**src/sv/jsu_pkg.sv**
```systemverilog
// Shared types, character codes and sizes of the JSON string unescape decoder.
package jsu_pkg;

  localparam int unsigned QUEUE_DEPTH = 4;

  localparam logic [7:0] CHAR_QUOTE     = 8'h22;
  localparam logic [7:0] CHAR_BACKSLASH = 8'h5c;
  localparam logic [7:0] CHAR_SLASH     = 8'h2f;
  localparam logic [7:0] CHAR_B         = 8'h62;
  localparam logic [7:0] CHAR_F         = 8'h66;
  localparam logic [7:0] CHAR_N         = 8'h6e;
  localparam logic [7:0] CHAR_R         = 8'h72;
  localparam logic [7:0] CHAR_T         = 8'h74;
  localparam logic [7:0] CHAR_U         = 8'h75;

  localparam logic [15:0] UTF8_ONE_LIMIT = 16'h0080;
  localparam logic [15:0] UTF8_TWO_LIMIT = 16'h0800;

  typedef enum logic [2:0] {
    MODE_IDLE = 3'd0,
    MODE_TEXT = 3'd1,
    MODE_ESC  = 3'd2,
    MODE_HEX  = 3'd3
  } mode_e;

  typedef enum logic [1:0] {
    KIND_DATA   = 2'd0,
    KIND_DONE   = 2'd1,
    KIND_EOD    = 2'd2,
    KIND_BADHEX = 2'd3
  } kind_e;

  typedef enum logic {
    OP_SINGLE = 1'b0,
    OP_UTF8   = 1'b1
  } op_e;

  typedef struct packed {
    op_e         op;
    kind_e       kind;
    logic [15:0] data;
  } cmd_t;

endpackage

```
**src/sv/jsu_if.sv**
```systemverilog
// Handshake interfaces for the input byte channel and the decoded result channel.
interface jsu_in_if;
  logic       valid;
  logic       ready;
  logic [7:0] text_byte;
  logic       end_of_data;

  modport source (output valid, output text_byte, output end_of_data, input ready);
  modport sink (input valid, input text_byte, input end_of_data, output ready);
endinterface

interface jsu_out_if;
  logic       valid;
  logic       ready;
  logic [7:0] out_byte;
  logic [1:0] kind;
  logic       last;

  modport source (output valid, output out_byte, output kind, output last, input ready);
  modport sink (input valid, input out_byte, input kind, input last, output ready);
endinterface

```
**src/sv/jsu_front.sv**
```systemverilog
// Front end: accepts input bytes, tracks the string state and issues result commands.
module jsu_front (
  input  logic          clk_i,
  input  logic          rst_ni,
  jsu_in_if.sink        in_i,
  input  logic          full_i,
  output logic          push_o,
  output jsu_pkg::cmd_t cmd_o
);
  import jsu_pkg::*;

  mode_e       mode_q, mode_d;
  logic [1:0]  hex_cnt_q, hex_cnt_d;
  logic [15:0] cp_q, cp_d;
  logic        accept;
  logic        hex_ok;
  logic [3:0]  hex_digit;
  logic        esc_ok;
  logic [7:0]  esc_byte;
  logic [15:0] cp_next;

  function automatic logic [4:0] hex_decode(input logic [7:0] c);
    logic [4:0] r;
    r = 5'd0;
    if (c >= 8'h30 && c <= 8'h39) begin
      r = {1'b1, 4'(c - 8'h30)};
    end else if (c >= 8'h61 && c <= 8'h66) begin
      r = {1'b1, 4'(c - 8'h57)};
    end else if (c >= 8'h41 && c <= 8'h46) begin
      r = {1'b1, 4'(c - 8'h37)};
    end
    return r;
  endfunction

  function automatic logic [8:0] esc_decode(input logic [7:0] c);
    logic [8:0] r;
    unique case (c)
      CHAR_QUOTE:     r = {1'b1, CHAR_QUOTE};
      CHAR_BACKSLASH: r = {1'b1, CHAR_BACKSLASH};
      CHAR_SLASH:     r = {1'b1, CHAR_SLASH};
      CHAR_B:         r = {1'b1, 8'h08};
      CHAR_F:         r = {1'b1, 8'h0c};
      CHAR_N:         r = {1'b1, 8'h0a};
      CHAR_R:         r = {1'b1, 8'h0d};
      CHAR_T:         r = {1'b1, 8'h09};
      default:        r = 9'd0;
    endcase
    return r;
  endfunction

  assign in_i.ready = !full_i;
  assign accept     = in_i.valid && !full_i;
  assign {hex_ok, hex_digit} = hex_decode(in_i.text_byte);
  assign {esc_ok, esc_byte}  = esc_decode(in_i.text_byte);
  assign cp_next = {cp_q[11:0], hex_digit};

  always_ff @(posedge clk_i or negedge rst_ni) begin
    if (!rst_ni) begin
      mode_q    <= MODE_IDLE;
      hex_cnt_q <= 2'd0;
      cp_q      <= 16'd0;
    end else begin
      mode_q    <= mode_d;
      hex_cnt_q <= hex_cnt_d;
      cp_q      <= cp_d;
    end
  end

  always_comb begin
    mode_d    = mode_q;
    hex_cnt_d = hex_cnt_q;
    cp_d      = cp_q;
    push_o    = 1'b0;
    cmd_o     = '{op: OP_SINGLE, kind: KIND_DATA, data: 16'd0};
    if (accept) begin
      unique case (mode_q)
        MODE_TEXT: begin
          if (in_i.end_of_data) begin
            mode_d     = MODE_IDLE;
            hex_cnt_d  = 2'd0;
            cp_d       = 16'd0;
            push_o     = 1'b1;
            cmd_o.kind = KIND_EOD;
          end else if (in_i.text_byte == CHAR_QUOTE) begin
            mode_d     = MODE_IDLE;
            hex_cnt_d  = 2'd0;
            cp_d       = 16'd0;
            push_o     = 1'b1;
            cmd_o.kind = KIND_DONE;
          end else if (in_i.text_byte == CHAR_BACKSLASH) begin
            mode_d = MODE_ESC;
          end else begin
            push_o     = 1'b1;
            cmd_o.data = {8'd0, in_i.text_byte};
          end
        end
        MODE_ESC: begin
          if (in_i.end_of_data) begin
            mode_d     = MODE_IDLE;
            hex_cnt_d  = 2'd0;
            cp_d       = 16'd0;
            push_o     = 1'b1;
            cmd_o.kind = KIND_EOD;
          end else if (in_i.text_byte == CHAR_U) begin
            mode_d    = MODE_HEX;
            hex_cnt_d = 2'd0;
            cp_d      = 16'd0;
          end else begin
            mode_d     = MODE_TEXT;
            push_o     = esc_ok;
            cmd_o.data = {8'd0, esc_byte};
          end
        end
        MODE_HEX: begin
          if (in_i.end_of_data || !hex_ok) begin
            mode_d     = MODE_IDLE;
            hex_cnt_d  = 2'd0;
            cp_d       = 16'd0;
            push_o     = 1'b1;
            cmd_o.kind = in_i.end_of_data ? KIND_EOD : KIND_BADHEX;
          end else if (hex_cnt_q != 2'd3) begin
            hex_cnt_d = hex_cnt_q + 2'd1;
            cp_d      = cp_next;
          end else begin
            mode_d     = MODE_TEXT;
            hex_cnt_d  = 2'd0;
            cp_d       = 16'd0;
            push_o     = 1'b1;
            cmd_o.op   = OP_UTF8;
            cmd_o.data = cp_next;
          end
        end
        default: begin
          if (!in_i.end_of_data) begin
            mode_d    = MODE_TEXT;
            hex_cnt_d = 2'd0;
            cp_d      = 16'd0;
          end
        end
      endcase
    end
  end

  a_no_push_when_full: assert property (@(posedge clk_i) disable iff (!rst_ni)
    push_o |-> !full_i)
    else $error("command issued while the queue is full");
  a_hex_count_only_in_hex: assert property (@(posedge clk_i) disable iff (!rst_ni)
    (mode_q != MODE_HEX) |-> (hex_cnt_q == 2'd0))
    else $error("hex digit count is nonzero outside a unicode escape");
  a_end_returns_idle: assert property (@(posedge clk_i) disable iff (!rst_ni)
    (push_o && cmd_o.kind != KIND_DATA) |=> (mode_q == MODE_IDLE))
    else $error("string end did not return to idle");

endmodule

```
**src/sv/jsu_fifo.sv**
```systemverilog
// Short command queue that decouples the front end from the result expander.
module jsu_fifo #(
  parameter int unsigned Depth = jsu_pkg::QUEUE_DEPTH
) (
  input  logic          clk_i,
  input  logic          rst_ni,
  input  logic          push_i,
  input  jsu_pkg::cmd_t cmd_i,
  output logic          full_o,
  output logic          valid_o,
  output jsu_pkg::cmd_t cmd_o,
  input  logic          pop_i
);
  import jsu_pkg::*;

  localparam int unsigned PtrW = (Depth > 1) ? $clog2(Depth) : 1;
  localparam int unsigned CntW = $clog2(Depth + 1);
  localparam logic [PtrW-1:0] LastPtr = PtrW'(Depth - 1);
  localparam logic [CntW-1:0] FullCnt = CntW'(Depth);

  cmd_t            mem_q [Depth];
  logic [PtrW-1:0] wptr_q, rptr_q;
  logic [CntW-1:0] cnt_q;

  assign full_o  = (cnt_q == FullCnt);
  assign valid_o = (cnt_q != '0);
  assign cmd_o   = mem_q[rptr_q];

  always_ff @(posedge clk_i) begin
    if (push_i) begin
      mem_q[wptr_q] <= cmd_i;
    end
  end

  always_ff @(posedge clk_i or negedge rst_ni) begin
    if (!rst_ni) begin
      wptr_q <= '0;
      rptr_q <= '0;
      cnt_q  <= '0;
    end else begin
      if (push_i) begin
        wptr_q <= (wptr_q == LastPtr) ? '0 : wptr_q + PtrW'(1);
      end
      if (pop_i) begin
        rptr_q <= (rptr_q == LastPtr) ? '0 : rptr_q + PtrW'(1);
      end
      if (push_i && !pop_i) begin
        cnt_q <= cnt_q + CntW'(1);
      end else if (pop_i && !push_i) begin
        cnt_q <= cnt_q - CntW'(1);
      end
    end
  end

  a_no_overflow: assert property (@(posedge clk_i) disable iff (!rst_ni)
    push_i |-> !full_o)
    else $error("queue written while full");
  a_no_underflow: assert property (@(posedge clk_i) disable iff (!rst_ni)
    pop_i |-> valid_o)
    else $error("queue read while empty");
  a_count_bound: assert property (@(posedge clk_i) disable iff (!rst_ni)
    cnt_q <= FullCnt)
    else $error("queue count beyond depth");

endmodule

```
**src/sv/jsu_back.sv**
```systemverilog
// Back end: expands queued commands into result transactions behind an output register.
module jsu_back (
  input  logic          clk_i,
  input  logic          rst_ni,
  input  logic          valid_i,
  input  jsu_pkg::cmd_t cmd_i,
  output logic          pop_o,
  jsu_out_if.source     out_o
);
  import jsu_pkg::*;

  logic [1:0]  step_q, step_d;
  logic        out_valid_q;
  logic [7:0]  out_byte_q;
  kind_e       kind_q;
  logic        last_q;
  logic        load;
  logic [1:0]  last_step;
  logic [7:0]  byte_sel;
  logic [15:0] v;

  assign v    = cmd_i.data;
  assign load = valid_i && (!out_valid_q || out_o.ready);

  always_comb begin
    last_step = 2'd0;
    byte_sel  = v[7:0];
    if (cmd_i.op == OP_UTF8) begin
      if (v != 16'd0 && v < UTF8_ONE_LIMIT) begin
        last_step = 2'd0;
        byte_sel  = v[7:0];
      end else if (v < UTF8_TWO_LIMIT) begin
        last_step = 2'd1;
        byte_sel  = (step_q == 2'd0) ? {3'b110, v[10:6]} : {2'b10, v[5:0]};
      end else begin
        last_step = 2'd2;
        unique case (step_q)
          2'd0:    byte_sel = {4'b1110, v[15:12]};
          2'd1:    byte_sel = {2'b10, v[11:6]};
          default: byte_sel = {2'b10, v[5:0]};
        endcase
      end
    end
  end

  assign pop_o  = load && (step_q == last_step);
  assign step_d = pop_o ? 2'd0 : (load ? step_q + 2'd1 : step_q);

  always_ff @(posedge clk_i or negedge rst_ni) begin
    if (!rst_ni) begin
      step_q      <= 2'd0;
      out_valid_q <= 1'b0;
    end else begin
      step_q <= step_d;
      if (load) begin
        out_valid_q <= 1'b1;
      end else if (out_o.ready) begin
        out_valid_q <= 1'b0;
      end
    end
  end

  always_ff @(posedge clk_i) begin
    if (load) begin
      out_byte_q <= byte_sel;
      kind_q     <= cmd_i.kind;
      last_q     <= (step_q == last_step);
    end
  end

  assign out_o.valid    = out_valid_q;
  assign out_o.out_byte = out_byte_q;
  assign out_o.kind     = kind_q;
  assign out_o.last     = last_q;

  a_step_range: assert property (@(posedge clk_i) disable iff (!rst_ni)
    step_q != 2'd3)
    else $error("expander step out of range");
  a_status_is_last: assert property (@(posedge clk_i) disable iff (!rst_ni)
    (out_valid_q && kind_q != KIND_DATA) |-> last_q)
    else $error("status result not marked last");
  a_step_follows_load: assert property (@(posedge clk_i) disable iff (!rst_ni)
    (step_q != 2'd0) |-> (valid_i && cmd_i.op == OP_UTF8))
    else $error("expansion in progress without a unicode command at the head");

endmodule

```
**src/sv/json_string_unescape_decoder.sv**
```systemverilog
// Top level of the JSON string unescape decoder.
//
//   Channel  Direction  Payload                     Transfer
//   in_i     in         text_byte, end_of_data      valid && ready
//   out_o    out        out_byte, kind, last        valid && ready
//
// One input transaction per cycle is accepted while the command queue has room.
// A result passes through the command queue and then the output register before it is
// presented.
// A unicode escape yields up to three results, which the expander emits one byte per
// cycle while the output is not stalled.
// Reset is asynchronous and active low and returns the decoder to idle.
// Output stalls fill the queue of QueueDepth commands before input is held off.
module json_string_unescape_decoder #(
  parameter int unsigned QueueDepth = jsu_pkg::QUEUE_DEPTH
) (
  input  logic      clk_i,
  input  logic      rst_ni,
  jsu_in_if.sink    in_i,
  jsu_out_if.source out_o
);
  import jsu_pkg::*;

  logic push;
  logic full;
  logic head_valid;
  logic pop;
  cmd_t push_cmd;
  cmd_t head_cmd;

  jsu_front u_front (
    .clk_i  (clk_i),
    .rst_ni (rst_ni),
    .in_i   (in_i),
    .full_i (full),
    .push_o (push),
    .cmd_o  (push_cmd)
  );

  jsu_fifo #(
    .Depth (QueueDepth)
  ) u_fifo (
    .clk_i   (clk_i),
    .rst_ni  (rst_ni),
    .push_i  (push),
    .cmd_i   (push_cmd),
    .full_o  (full),
    .valid_o (head_valid),
    .cmd_o   (head_cmd),
    .pop_i   (pop)
  );

  jsu_back u_back (
    .clk_i   (clk_i),
    .rst_ni  (rst_ni),
    .valid_i (head_valid),
    .cmd_i   (head_cmd),
    .pop_o   (pop),
    .out_o   (out_o)
  );

endmodule

```
**src/flat_wrapper.sv**
```systemverilog
// flat-port wrapper written by rule: the top's interface ports become plain ports
module json_string_unescape_decoder_flat import jsu_pkg::*;
#(
  parameter int unsigned QueueDepth = jsu_pkg::QUEUE_DEPTH
)
  (clk_i, rst_ni, in_i_valid, in_i_text_byte, in_i_end_of_data, in_i_ready, out_o_valid, out_o_out_byte, out_o_kind, out_o_last, out_o_ready);
  jsu_in_if in_i_i ();
  jsu_out_if out_o_i ();
  input  logic clk_i;
  input  logic rst_ni;
  input wire logic [$bits(in_i_i.valid)-1:0] in_i_valid;
  input wire logic [$bits(in_i_i.text_byte)-1:0] in_i_text_byte;
  input wire logic [$bits(in_i_i.end_of_data)-1:0] in_i_end_of_data;
  output wire logic [$bits(in_i_i.ready)-1:0] in_i_ready;
  output wire logic [$bits(out_o_i.valid)-1:0] out_o_valid;
  output wire logic [$bits(out_o_i.out_byte)-1:0] out_o_out_byte;
  output wire logic [$bits(out_o_i.kind)-1:0] out_o_kind;
  output wire logic [$bits(out_o_i.last)-1:0] out_o_last;
  input wire logic [$bits(out_o_i.ready)-1:0] out_o_ready;
  assign in_i_i.valid = in_i_valid;
  assign in_i_i.text_byte = in_i_text_byte;
  assign in_i_i.end_of_data = in_i_end_of_data;
  assign in_i_ready = in_i_i.ready;
  assign out_o_valid = out_o_i.valid;
  assign out_o_out_byte = out_o_i.out_byte;
  assign out_o_kind = out_o_i.kind;
  assign out_o_last = out_o_i.last;
  assign out_o_i.ready = out_o_ready;
  json_string_unescape_decoder #(.QueueDepth(QueueDepth)) u_core (.clk_i(clk_i), .rst_ni(rst_ni), .in_i(in_i_i), .out_o(out_o_i));
endmodule
```
**config.mk**
```make
export PLATFORM = sky130hd
export DESIGN_NAME = json_string_unescape_decoder_flat
export DESIGN_NICKNAME = d
export VERILOG_FILES = /design/src/sv/jsu_pkg.sv /design/src/sv/jsu_if.sv /design/src/sv/jsu_front.sv /design/src/sv/jsu_fifo.sv /design/src/sv/jsu_back.sv /design/src/sv/json_string_unescape_decoder.sv /design/src/flat_wrapper.sv
export SDC_FILE = /design/constraint.sdc
export NUM_CORES = 1
export LEC_CHECK = 0
export BUFFER_PORTS_ARGS = -buffer_cell sky130_fd_sc_hd__clkbuf_2
export CAP_MARGIN = 10
export CORE_AREA = 3 3 105 107
export CTS_CLUSTER_DIAMETER = 150
export CTS_CLUSTER_SIZE = 28
export DETAILED_ROUTE_END_ITERATION = 8
export DIE_AREA = 0 0 108 110
export PLACE_DENSITY_LB_ADDON = 0.05
export SETUP_SLACK_MARGIN = 0.3
export SLEW_MARGIN = 20
export SYNTH_ARGS = -nofsm -noshare
export SYNTH_HDL_FRONTEND = slang
export SYNTH_HIERARCHICAL = 1
export SYNTH_SLANG_ARGS = --single-unit
```
**constraint.sdc**
```tcl
create_clock -name clk_i -period 3.8 [get_ports clk_i]
set_input_delay 0.19 -clock clk_i [delete_from_list [all_inputs] [get_ports clk_i]]
set_output_delay 0.19 -clock clk_i [all_outputs]
set_load 0.02 [all_outputs]
```
=== Yosys cells after proc, flatten, opt, wreduce, memory -nomap -nowiden ===
Memories as Yosys holds them, arrays and structs flattened.
Index checks and enable logic that the tools add are counted.
W data, S select, Z words.

* $add $sub $neg: 9
* $lt $le $gt $ge: 8
* Eq/ne operators: 23
* Multiplexer cells: 72
* Reduce and logical (&&, ||, !) cells: 24

{| class="wikitable"
|+ Operators with widths
! kind !! count
|-
| $mux W12 || 7
|-
| $pmux W9 S8 || 1
|-
| $eq A8 B7 Y1 const B || 7
|-
| $mux W8 || 7
|-
| $pmux W18 S3 || 1
|-
| $mux W2 || 19
|-
| $pmux W12 S3 || 1
|-
| $mux W16 || 2
|-
| $mux W3 || 8
|-
| $mux W19 || 1
|-
| $eq A8 B6 Y1 const B || 2
|-
| $ge A8 B7 Y1 const B || 2
|-
| $le A8 B7 Y1 const B || 2
|-
| $lt A16 B12 Y1 const B || 1
|-
| $lt A16 B8 Y1 const B || 1
|-
| $mux W1 || 16
|-
| $reduce_bool A16 Y1 || 1
|-
| $mux W5 || 3
|-
| $mux W7 || 2
|-
| $pmux W7 S2 || 1
|-
| $logic_and A1 B1 Y1 || 9
|-
| $ne A3 B3 Y1 const B || 3
|-
| $pmux W3 S3 || 1
|-
| $add A2 B1 Y2 const B || 4
|-
| other kinds (23) || 34
|}

* Register bits: 38
* RAM bits: 76
* Output and inout bits: 13
* Logic and storage cells: 148
* Memories kept: 1

{| class="wikitable"
|+ Memories
! name !! depth !! bits a word !! read ports !! clocked after Yosys merged registers in !! write ports !! line !! text
|-
| u_core.u_fifo.mem_q || 4 || 19 || 1 || 0 || 1 || jsu_fifo.sv:21 || <nowiki>cmd_t mem_q [Depth];</nowiki>
|}

=== Logic depth before layout (Yosys ltp) ===
Gate-level depths: netlist (run 1).

* Word-level depth: 14
* Mapped depth: 14
* Mapped depth without buffers: 13

=== Hierarchy ===
The synthesis (run 1) kept the hierarchy.

{| class="wikitable"
|+ Modules (own cells, without submodules)
! module !! times used !! cells each !! area an instance (um2) !! seq. area each (um2)
|-
| jsu_fifo || 1 || 136 || 3160.5 || 2457.4
|-
| jsu_front || 1 || 166 || 1524.0 || 400.4
|-
| jsu_back || 1 || 85 || 888.4 || 405.4
|}

=== Least setup slack after synthesis (run 1) ===
No wires, ideal clock.

* Path type: reg2reg
* Start: register u_core.u_fifo.rptr_q[0]
* End: register u_core.u_fifo.cnt_q[2]
* Library setup time: 0.079 ns
* Arrival: 3.273 ns
* Required time: 3.721 ns
* Path slack: 0.448 ns
* Cell stages (with the launch flop): 14
* Path buffers: 1
* Clock period less this slack: 3.352 ns
* Cells stage by stage: dfrtp_1 > buf_6 > mux4_2 > or4_4 > a21oi_4 > mux2i_1 > a21oi_1 > inv_1 > ha_1 > inv_1 > fa_1 > xor2_1 > nor2_1 > xor2_1

{| class="wikitable"
|+ RTL lines
! item !! line !! text
|-
| start, declared || jsu_fifo.sv:22 || <nowiki>logic [PtrW-1:0] wptr_q, rptr_q;</nowiki>
|-
| start signal, assigned || jsu_fifo.sv:45 || <nowiki>rptr_q <= (rptr_q == LastPtr) ? '0 : rptr_q + PtrW'(1);</nowiki>
|-
| end signal, assigned || jsu_fifo.sv:48 || <nowiki>cnt_q <= cnt_q + CntW'(1);</nowiki>
|-
| end signal, assigned || jsu_fifo.sv:50 || <nowiki>cnt_q <= cnt_q - CntW'(1);</nowiki>
|-
| end, declared || jsu_fifo.sv:23 || <nowiki>logic [CntW-1:0] cnt_q;</nowiki>
|}

==> summary.md, run 1 <==
| Metric | Value |
|---|---|
| CTS Buf Count | 17 |
| CTS Root Cell | clkbuf_8 |
| Layout cells sized above 1 | around a quarter |
| Post-synth EDFFs | 87 |
| Fraction of registers with async set/reset | 23.0% |
| Ranking of synthesized cells by area | edfxtp_1, dfrtp_1, mux4_2, ha_1, a22o_1 |
| RSZ-0062 raised after global routing | false |
| CTS max path bufs | 2 |
| CTS Sinks | ~110 |
| WL/cell | between 15 and 20 um |
| Post-synth top area cell | edfxtp_1 |
| GRT Residual Overflow | 0 |
| Lkg Pwr | roughly 2.5 nW |
| DRT Wirelength | 11.3 mm |
| Top cells by count, synth | edfxtp_1, dfrtp_1, nor2_1 |
| Startpoint types | register |
| # DRC | 0 |
| Post-route cell area | ~6500 sq um |
| Final Core Density | 63.8% |
| Seq cells post-synth | about 110 |
| Critical Path End | u_core/u_fifo/cnt_q[2] |
| DPL Wire Length | roughly 8.0 mm |
| Ys flop type | edfxtp_1 |
| Placer Congestion | 0.867 |
| Io pins | 26 |
| Cell variety after synth | 79 |
| Post-DP Area | about 5900 sq um |
| Critical path cell sequence | mux4_2 -> or4_4 -> a21oi_4 -> mux2i_1 -> a21oi_1 -> inv_1 -> ha_1 -> inv_1 -> fa_1 -> xor2_1 -> nor2_1 -> xor2_1 |
| Tightest Pin Transition | approximately 0.67 ns |
| Initial antenna violation count | 0 |
| Antenna Nets Post-Route | 0 |
| Row cnt | 37 |
| Synth Cell Area | 5570 sq um |
| Routed vias | 3546 |
| Number of DRC markers in iteration 0 | 221 |
| Final setup vio count | 0 |
| ANT cells | 0 |
| Rel. slew slack | a little under three fifths |
| Number of max-cap violations | 0 |
| Synth-to-Final Area Change | 17.2% |
| Die Area | ~12000 sq um |
| Top-count cell post-synth | edfxtp_1 |
| Initial Utilization | 54.5% |
| Worst reg-to-reg path cell count | 12 |
| Htree depth | 4 |
| Die H | between 100 and 150 um |
| Core ar. | 10200 sq um |
| Setup TNS | 0 ns |
| Syn_area_per_cell | about 14 sq um |
| Max incr delay on CP | between 0.5 and 0.6 ns |
| Number of fill cells | approximately 730 |
| DR pass1 iterations | 5 |
| Clock Skews | ~0.014 ns |
| RR Startpoint | u_core/u_fifo/rptr_q[0] |
| Nets | 470 |
| Die Wd | 108 um |
| Number of global-route vias before repair | 3534 |
| CP Max Fanout | 6 |
| Status | complete, no violations |
| Critical path endpoint category | register |
| Final slew viol count | 0 |
| Largest net degree at the start of global routing | 27 |
| Slowest CP cell | mux4_2 |
| Crit path required time | about 4.2 ns |
| Min Tclk post-route | approximately 3.3 ns |
| CTS tree | yes |
| Max frequency | 0.300 GHz |
| I/O Buffers | 25 |
| R2r setup slk | 0.47 ns |
| Worst Setup Path Type | register to register |
| Tot Pwr | about 0.0050 W |
| Cells after Synth | between 300 and 400 |
| Hold Violations, Final | 0 |
| Power density cells | between 700 and 800 nW/um^2 |
| Period utilisation layout | between 80% and 90% |
| HP Class | input port to register |
| Worst skew pair latency | around 0.50 ns |
| Syn Nets | 419 |
| Peak VDD IR | between 0.4 and 0.5 mV |
| Worst reg2reg endpoint | u_core/u_fifo/cnt_q[2] |
| Synth top area share | 46.9% |
| First-pass GRT wire length | 18.4 mm |
| Via/cell ratio | approximately 6.0 |
| Post-synthesis sequential area ratio | between 50% and 60% |
| Crit path from | u_core/u_fifo/rptr_q[0] |
| Yosys Warn Count | 6 |
| Total GRT Usage | 20.7% |
| Arrival @ worst endpoint | 3.76 ns |
| Clock slew at reported path FFs | approximately 0.050 ns |
## cells in the final DEF, fill, tap and decap left out, types with 3 or more instances in the layout
cell	Yosys	final
and2_1	4	4
mux2i_1	3	3
a22oi_1	6	6
mux2_2	3	3
clkbuf_2	0	25
clkbuf_16	0	16
ha_1	18	18
nor2b_1	8	8
clkinv_1	0	3
xnor2_1	3	3
nand3_1	9	9
clkinvlp_4	0	3
nor3_1	6	6
a31oi_1	3	3
nor4b_1	4	4
edfxtp_1	87	87
mux4_2	18	18
buf_4	0	17
a21oi_1	13	13
clkinv_2	0	3
nand2b_1	6	6
and3_1	9	9
nand4_1	4	4
o21ai_0	7	7
dfrtp_1	26	24
nand2_1	17	17
mux2_4	3	3
a22o_1	11	11
clkbuf_1	2	3
or2_2	3	3
a222oi_1	3	3
nor2_1	21	21
inv_1	15	15
a221o_1	3	3
## critical path: cells and delay by family, from the launching register on
kind	cells	cell delay, ns
flip-flops	1	0.47
AND/OR/NAND/NOR	2	0.67
multiplexers	2	0.84
adder cells (fa/ha/maj)	2	0.54
AO/OA/AOI/OAI	2	0.31
XOR/XNOR	2	0.30
buffers and inverters	2	0.13
## registers in the layout (all words and copies together), names as in the netlist
signal	count
u_core/u_back/step_q	2
u_core/u_fifo/wptr_q	2
u_core/u_fifo/mem_q	76
u_core/u_back/out_o.out_byte	8
u_core/u_front/mode_q	2
u_core/u_front/cp_q	12
u_core/u_fifo/rptr_q	2
u_core/u_back/out_o.last	1
u_core/u_front/hex_cnt_q	2
u_core/u_back/out_o.kind	2
u_core/u_fifo/cnt_q	3
u_core/u_back/out_o.valid	1
## area by class of cell
| cell class | instances | area, sq um | area share, % |
|---|---|---|---|
| well taps | 136 | 170 | 2.61 |
| inverters | 15 | 56.3 | 0.862 |
| repair buffers | 45 | 293 | 4.48 |
| multi-input cells | 246 | 2200 | 33.7 |
| flip-flops and latches | 113 | 3270 | 50.0 |
| clock inverters | 12 | 118 | 1.80 |
| clock buffers | 20 | 425 | 6.52 |
## metrics by stage
stage | worst slack [ns] | hold slack, ns | cells
2_1_floorplan | 0.448 | -0.106 | 387
3_3_place_gp | 0.372 | 0.255 | 546
3_5_place_dp | 0.273 | 0.282 | 546
4_1_cts | 0.351 | 0.152 | 580
5_1_grt | 0.297 | 0.189 | 587
6_report | 0.466 | 0.174 | 587
## power by group
group          switching (W)  leakage (nW)  total (W)  internal [W]
combinational       0.000983          1.06    0.00176      0.000781
clock               0.000512         0.257    0.00143      0.000920
sequential          0.000136          1.15    0.00178       0.00165
## layer usage
layer  share of wire (%)  vias up  track usage (%)
met1                  42     1765             26.5
li1                    -     1642                -
met4                 2.2        0             7.48
met3                 5.6       18             5.13
met5                   0        -                0
met2                  50      121             34.5
## repair_timing
action                                 4_1_cts  5_1_grt
setup endpoints to repair                    2        2
gates resized for setup                      2        6
pin swaps                                    0        1
endpoints found under the hold margin       27        0
buffers inserted                             0        7
hold buffers                                 2        0
## logic make-up (layout without fill, tap and decap cells)
family | after synthesis | count (layout) | synth area share, %
mux | 29 | 29 | 9.90
fa+ha+maj | 19 | 19 | 4.40
simple gates | 115 | 115 | 12.3
flops | 113 | 113 | 58.6
compound gates | 78 | 78 | 11.7
xor+xnor | 5 | 5 | 0.786
buf+inv | 28 | 92 | 2.31
## worst min-delay path by stage
| stage | depth (start not counted) | start | end | slack (ns) |
|---|---|---|---|---|
| 5_1_grt | 3 | in_i_text_byte[0] | u_core/u_front/cp_q[0] | 0.19 |
| 3_5_place_dp | 1 | rst_ni | u_core/u_fifo/cnt_q[0] | 0.28 |
| 2_1_floorplan | 0 | rst_ni | u_core/u_back/out_o.valid | -0.11 |
| 6_report | 2 | in_i_end_of_data | u_core/u_fifo/mem_q[3][16] | 0.17 |
| 3_3_place_gp | 1 | rst_ni | u_core/u_fifo/cnt_q[0] | 0.26 |
| 4_1_cts | 3 | in_i_text_byte[0] | u_core/u_front/cp_q[0] | 0.15 |
(Power assumes the default switching activity.)
==> inputs of run 2 (changes only) <==
- MAX_ROUTING_LAYER: unset -> met4
- clock period: 3.8 -> 3.65 ns (I/O delays scaled with it)
==> summary.md, run 2 (synthesis gave the netlist of run 1 again) <==
| Metric | Value |
|---|---|
| Lkg Pwr | ~2.6 nW |
| CTS tree | yes |
| Worst Setup Path Type | register to register |
| CTS Sinks | roughly 110 |
| ANT cells | 0 |
| DR pass1 iterations | 5 |
| Power density cells | just over 800 nW/um^2 |
| Worst hold start | in_i_end_of_data |
| Number of fill cells | 745 |
| Routed vias | roughly 3600 |
| Max reg flops | 76 |
| Placer Congestion | ~0.9 |
| Antenna Nets Post-Route | 0 |
| Io pins | 26 |
| Period utilisation layout | 90.6% |
| WL/cell | 20.0 um |
| CP bufs+invs | 5 |
| GRT Residual Overflow | 0 |
| Synth-to-Final Area Change | 20.6% |
| First-pass GRT wire length | between 15 and 20 mm |
| Final setup vio count | 0 |
| HP Class | input port to register |
| Most common cell after layout, fill and taps aside | edfxtp_1 |
| Htree depth | 4 |
| Largest net degree at the start of global routing | 27 |
| Worst skew pair latency | ~0.5 ns |
| Status | complete, no violations |
| Row cnt | 37 |
| CTS Buf Count | 17 |
| Tightest Pin Transition | between 0.6 and 0.7 ns |
| Min Tclk post-route | approximately 3.3 ns |
| Most flops, register | u_core/u_fifo/mem_q |
| Number of max-cap violations | 0 |
| Max frequency | a little over 0.3 GHz |
| Hold Path End | u_core/u_fifo/mem_q[2][16] |
| Hold Violations, Final | 0 |
| R2r setup slk | 0.34 ns |
| CP Max Fanout | 7 |
| Number of DRC markers in iteration 0 | between 200 and 250 |
| CP delay by family, top | multiplexers |
| Via/cell ratio | 6.03 |
| Die H | between 100 and 150 um |
| Commonest cells after routing, fill and taps aside | edfxtp_1, clkbuf_2, dfrtp_1, nor2_1, buf_4 |
| Clock slew at reported path FFs | approximately 0.06 ns |
| DRT Wirelength | between 10 and 15 mm |
| Arrival @ worst endpoint | between 3 and 4 ns |
| Slowest CP cell | mux4_2 |
| I/O Buffers | 25 |
| Critical path endpoint category | register |
| Max incr delay on CP | roughly 0.54 ns |
| Worst hold slack | 0.148 ns |
| Layout cells sized above 1 | between 30% and 40% |
| RR Startpoint | u_core/u_fifo/rptr_q[0] |
| Critical path cell sequence | buf_12 -> buf_8 -> mux4_2 -> or3_4 -> buf_6 -> nor4_4 -> mux2i_2 -> a21oi_2 -> inv_2 -> ha_4 -> inv_2 -> fa_2 -> mux2_2 |
| Crit path required time | just over 4 ns |
| Die Area | approximately 12000 sq um |
| Worst path most repeated cell | inv_2 |
| Worst reg-to-reg path cell count | 13 |
| Setup TNS | 0 ns |
| CTS Root Cell | clkbuf_8 |
| Core ar. | 10200 sq um |
| Rel. slew slack | 54.7% |
| Nets | ~480 |
| Crit path depth | 13 |
| # DRC | 0 |
| Worst reg2reg endpoint | u_core/u_fifo/cnt_q[1] |
| CTS max path bufs | 2 |
| DPL Wire Length | ~8.0 mm |
| Initial Utilization | a little over half |
| Die Wd | about 110 um |
| RSZ-0062 raised after global routing | true |
| Worst Hold Depth | 2 |
| Initial antenna violation count | 0 |
| Peak VDD IR | approximately 0.47 mV |
| Number of global-route vias before repair | approximately 3500 |
| Total GRT Usage | between 20% and 30% |
| Clock Skews | between 0.007 and 0.008 ns |
| Startpoint types | register |
| Final slew viol count | 0 |
[run 2: cell types whose count changed in the layout (fill, tap and decap cells not counted), moves of 2 or more]
cell	change
buf_4	+3
inv_2	+2
nor3_1	-2
clkbuf_1	-3
clkinv_2	-3
inv_1	-2
clkinvlp_4	-3
nor3_2	+2
clkinv_4	+4
inv_6	+7
clkinv_1	-3
[run 2: routing by layer]
layer,up-vias,track usage [%],wire length [um]
met1,1795,25.7,4880
li1,1659,-,-
met4,0,9.92,288
met3,20,4.72,570
met2,102,36.9,6100
met5,-,-,0
[run 2: layout make-up]
type,instances,area (sq um),area share [%]
clock buffers,17,414,6.16
clock inverters,15,195,2.90
inverters,15,56.3,0.838
multi-input cells,246,2250,33.4
flip-flops and latches,113,3260,48.6
well taps,136,170,2.53
repair buffers,51,374,5.56
[run 2: what timing repair did]
item | 4_1_cts | 5_1_grt
gates cloned | 1 | 0
endpoints found under the hold margin | 27 | 0
hold buffers | 2 | 0
pin swaps | 1 | 5
setup endpoints to repair | 2 | 2
buffers inserted | 4 | 7
gates resized for setup | 6 | 11
[run 2: how the worst max path moves through the flow]
stage / from / end / slack (ns)
CTS: u_core/u_fifo/rptr_q[0] / u_core/u_fifo/cnt_q[2] / 0.31
finish: u_core/u_fifo/rptr_q[0] / u_core/u_fifo/cnt_q[1] / 0.34
global route: u_core/u_fifo/rptr_q[0] / u_core/u_fifo/cnt_q[1] / 0.24
global placement: u_core/u_fifo/rptr_q[0] / u_core/u_fifo/cnt_q[2] / 0.30
detailed placement: u_core/u_fifo/rptr_q[0] / u_core/u_fifo/cnt_q[2] / 0.21
floorplan: u_core/u_fifo/rptr_q[0] / u_core/u_fifo/cnt_q[2] / 0.32
[run 2: metrics by stage]
step | worst slack [ns] | power (W) | std cells | cell area, sq um | util (%)
after floorplan | 0.324 | 0.00318 | 387 | 5580 | -
after global placement | 0.300 | 0.00364 | 547 | 5900 | 57.7
after detailed placement | 0.213 | 0.00367 | 547 | 5900 | 57.7
after CTS | 0.308 | 0.00546 | 586 | 6620 | 64.7
after global routing | 0.237 | 0.00588 | 593 | 6720 | 65.7
final | 0.343 | 0.00557 | 593 | 6720 | 65.7
[run 2: where the power goes]
part | switching, W | total (W) | internal (W)
clock network | 0.000613 | 0.00167 | 0.00106
logic | 0.00111 | 0.00205 | 0.000937
registers | 0.000136 | 0.00185 | 0.00171
total | 0.00186 | 0.00557 | 0.00371
==> inputs of run 3 (changes only) <==
- BUFFER_PORTS_ARGS: -buffer_cell sky130_fd_sc_hd__clkbuf_2 -> -buffer_cell sky130_fd_sc_hd__buf_2
- CTS_BUF_LIST: unset -> sky130_fd_sc_hd__clkbuf_8
- RECOVER_POWER: unset -> 50
==> summary.md, run 3 (synthesis gave the netlist of run 1 again) <==
| Metric | Value |
|---|---|
| Status | complete, no violations |
| Min Tclk post-route | between 3 and 4 ns |
| Worst reg-to-reg path cell count | 13 |
| ANT cells | 0 |
| Clock power frac | roughly 28% |
| Post-route cell area | around 6500 sq um |
| Worst hold slack | approximately 0.086 ns |
| RR Startpoint | u_core/u_fifo/rptr_q[0] |
| GRT Residual Overflow | 0 |
| Antenna Nets Post-Route | 0 |
| Final slew viol count | 0 |
| WL/cell | about 20 um |
| Critical path endpoint category | register |
| Lkg Pwr | roughly 2.4 nW |
| Initial antenna violation count | 0 |
| Gate power share | 37.6% |
| Hold Violations, Final | 0 |
| Clock Skews | 0.0125 ns |
| Most flops, register | u_core/u_fifo/mem_q |
| Worst Setup Path Type | register to register |
| CTS max path bufs | 2 |
| Via/cell ratio | approximately 6.0 |
| Worst skew pair latency | 0.42 ns |
| Htree depth | 4 |
| RSZ-0062 raised after global routing | true |
| CTS Sinks | approximately 110 |
| Layout cells sized above 1 | 24.9% |
| Tot Pwr | 0.00533 W |
| I/O Buffers | 25 |
| Reg power frac | between 30% and 40% |
| DR pass1 iterations | 4 |
| First-pass GRT wire length | between 15 and 20 mm |
| HP Class | input port to register |
| Crit path from | u_core/u_fifo/rptr_q[0] |
| Worst hold start | out_o_ready |
| Die H | 110 um |
| Max frequency | 0.297 GHz |
| Die Area | around 12000 sq um |
| Total GRT Usage | 22.3% |
| Peak VDD IR | 0.352 mV |
| R2r setup slk | roughly 0.28 ns |
| Routed vias | between 3000 and 4000 |
| Arrival @ worst endpoint | between 3 and 4 ns |
| Met2 routed wirelength | roughly 6 mm |
| Initial Utilization | between 50% and 60% |
| Max reg flops | 76 |
| Most common cell after layout, fill and taps aside | edfxtp_1 |
| Crit path required time | approximately 4 ns |
| # DRC | 0 |
| Placer Congestion | approximately 0.88 |
| Number of DRC markers in iteration 0 | around 220 |
| Clock slew at reported path FFs | roughly 0.060 ns |
| Commonest cells after routing, fill and taps aside | edfxtp_1, dfrtp_1, nor2_1, buf_4, mux4_2 |
| Largest net degree at the start of global routing | 27 |
| Die Wd | ~110 um |
| Post-DP Area | ~5900 sq um |
| Tightest Pin Transition | ~1.5 ns |
| P_int | between 0.003 and 0.004 W |
| Sw Pwr | roughly 0.0017 W |
| Nets | roughly 480 |
| Post-Layout Cell Count | a little under 600 |
| Metal3 WL | between 600 and 700 um |
| Io pins | 26 |
| Synth-to-Final Area Change | 17.4% |
| DRT Wirelength | roughly 12 mm |
| Row cnt | 37 |
| Final setup vio count | 0 |
| Placed cell count | 547 |
| Hold Path End | u_core/u_back/out_o.valid |
| Highest metal used | met4 |
| CTS tree | yes |
| Met1 wire length | between 4 and 5 mm |
| Worst reg2reg endpoint | u_core/u_fifo/cnt_q[2] |
| CTS Root Cell | clkbuf_8 |
| CTS Buf Count | 17 |
| CP Max Fanout | 6 |
| Net Sw Frac | about a third |
| Core ar. | between 10000 and 15000 sq um |
| DPL Wire Length | around 8.2 mm |
| Rel. slew slack | roughly 2.6% |
| Setup TNS | 0 ns |
| Number of max-cap violations | 0 |
| Number of global-route vias before repair | about 3600 |
| Period utilisation layout | between 90% and 100% |
| Worst Hold Depth | 3 |
| Power density cells | just over 800 nW/um^2 |
| Startpoint types | register |
==> run 3: critical path: stages, from the launching register on <==
cell,delay [ns]
dfrtp_1,0.46
buf_12,0.16
mux4_2,0.53
or4_4,0.57
a21oi_4,0.18
mux2i_4,0.29
a21oi_2,0.09
inv_1,0.06
ha_2,0.17
inv_2,0.04
fa_2,0.32
xor2_1,0.14
nor2_1,0.12
xor2_1,0.15
==> run 3: power by group through the flow <==
stage	registers [W]	logic, W	clock network [W]
floorplan	0.00191	0.00128	0
global placement	0.00186	0.00178	0
detailed placement	0.00187	0.00180	0
CTS	0.00185	0.00196	0.00150
global route	0.00188	0.00220	0.00156
finish	0.00185	0.00201	0.00147
==> run 3: final cells by class <==
type	instances	area (sq um)
repair buffers	51	362
multi-input cells	246	2190
clock inverters	15	272
flip-flops and latches	113	3260
well taps	136	170
inverters	15	56.3
fillers	783	3690
clock buffers	17	234
==> run 3: timing repair <==
item / CTS / global route
resized for setup: 7 / 10
endpoints found under the hold margin: 26 / 0
hold buffers: 1 / 0
setup buffers: 4 / 7
cloned: 2 / 0
endpoints found under the setup margin: 2 / 2
pin swaps: 1 / 6
==> run 3: worst max-delay path by stage <==
stage / to / slack [ns]
after global placement: u_core/u_fifo/cnt_q[2] / 0.31
after CTS: u_core/u_fifo/cnt_q[2] / 0.30
after detailed placement: u_core/u_fifo/cnt_q[2] / 0.24
after floorplan: u_core/u_fifo/cnt_q[2] / 0.32
final: u_core/u_fifo/cnt_q[2] / 0.28
after global routing: u_core/u_fifo/cnt_q[2] / 0.16
==> run 3: per-layer routing <==
metal	up-vias	GRT usage (%)
met5	-	-
met4	0	9.38
met3	33	4.72
met2	109	36.9
met1	1772	26.9
li1	1654	-
==> run 3: per-stage QoR <==
stage	util (%)	setup slack, ns
final	64.0	0.278
after detailed placement	57.7	0.242
after global routing	64.0	0.158
after floorplan	-	0.324
after CTS	63.9	0.301
after global placement	57.7	0.306
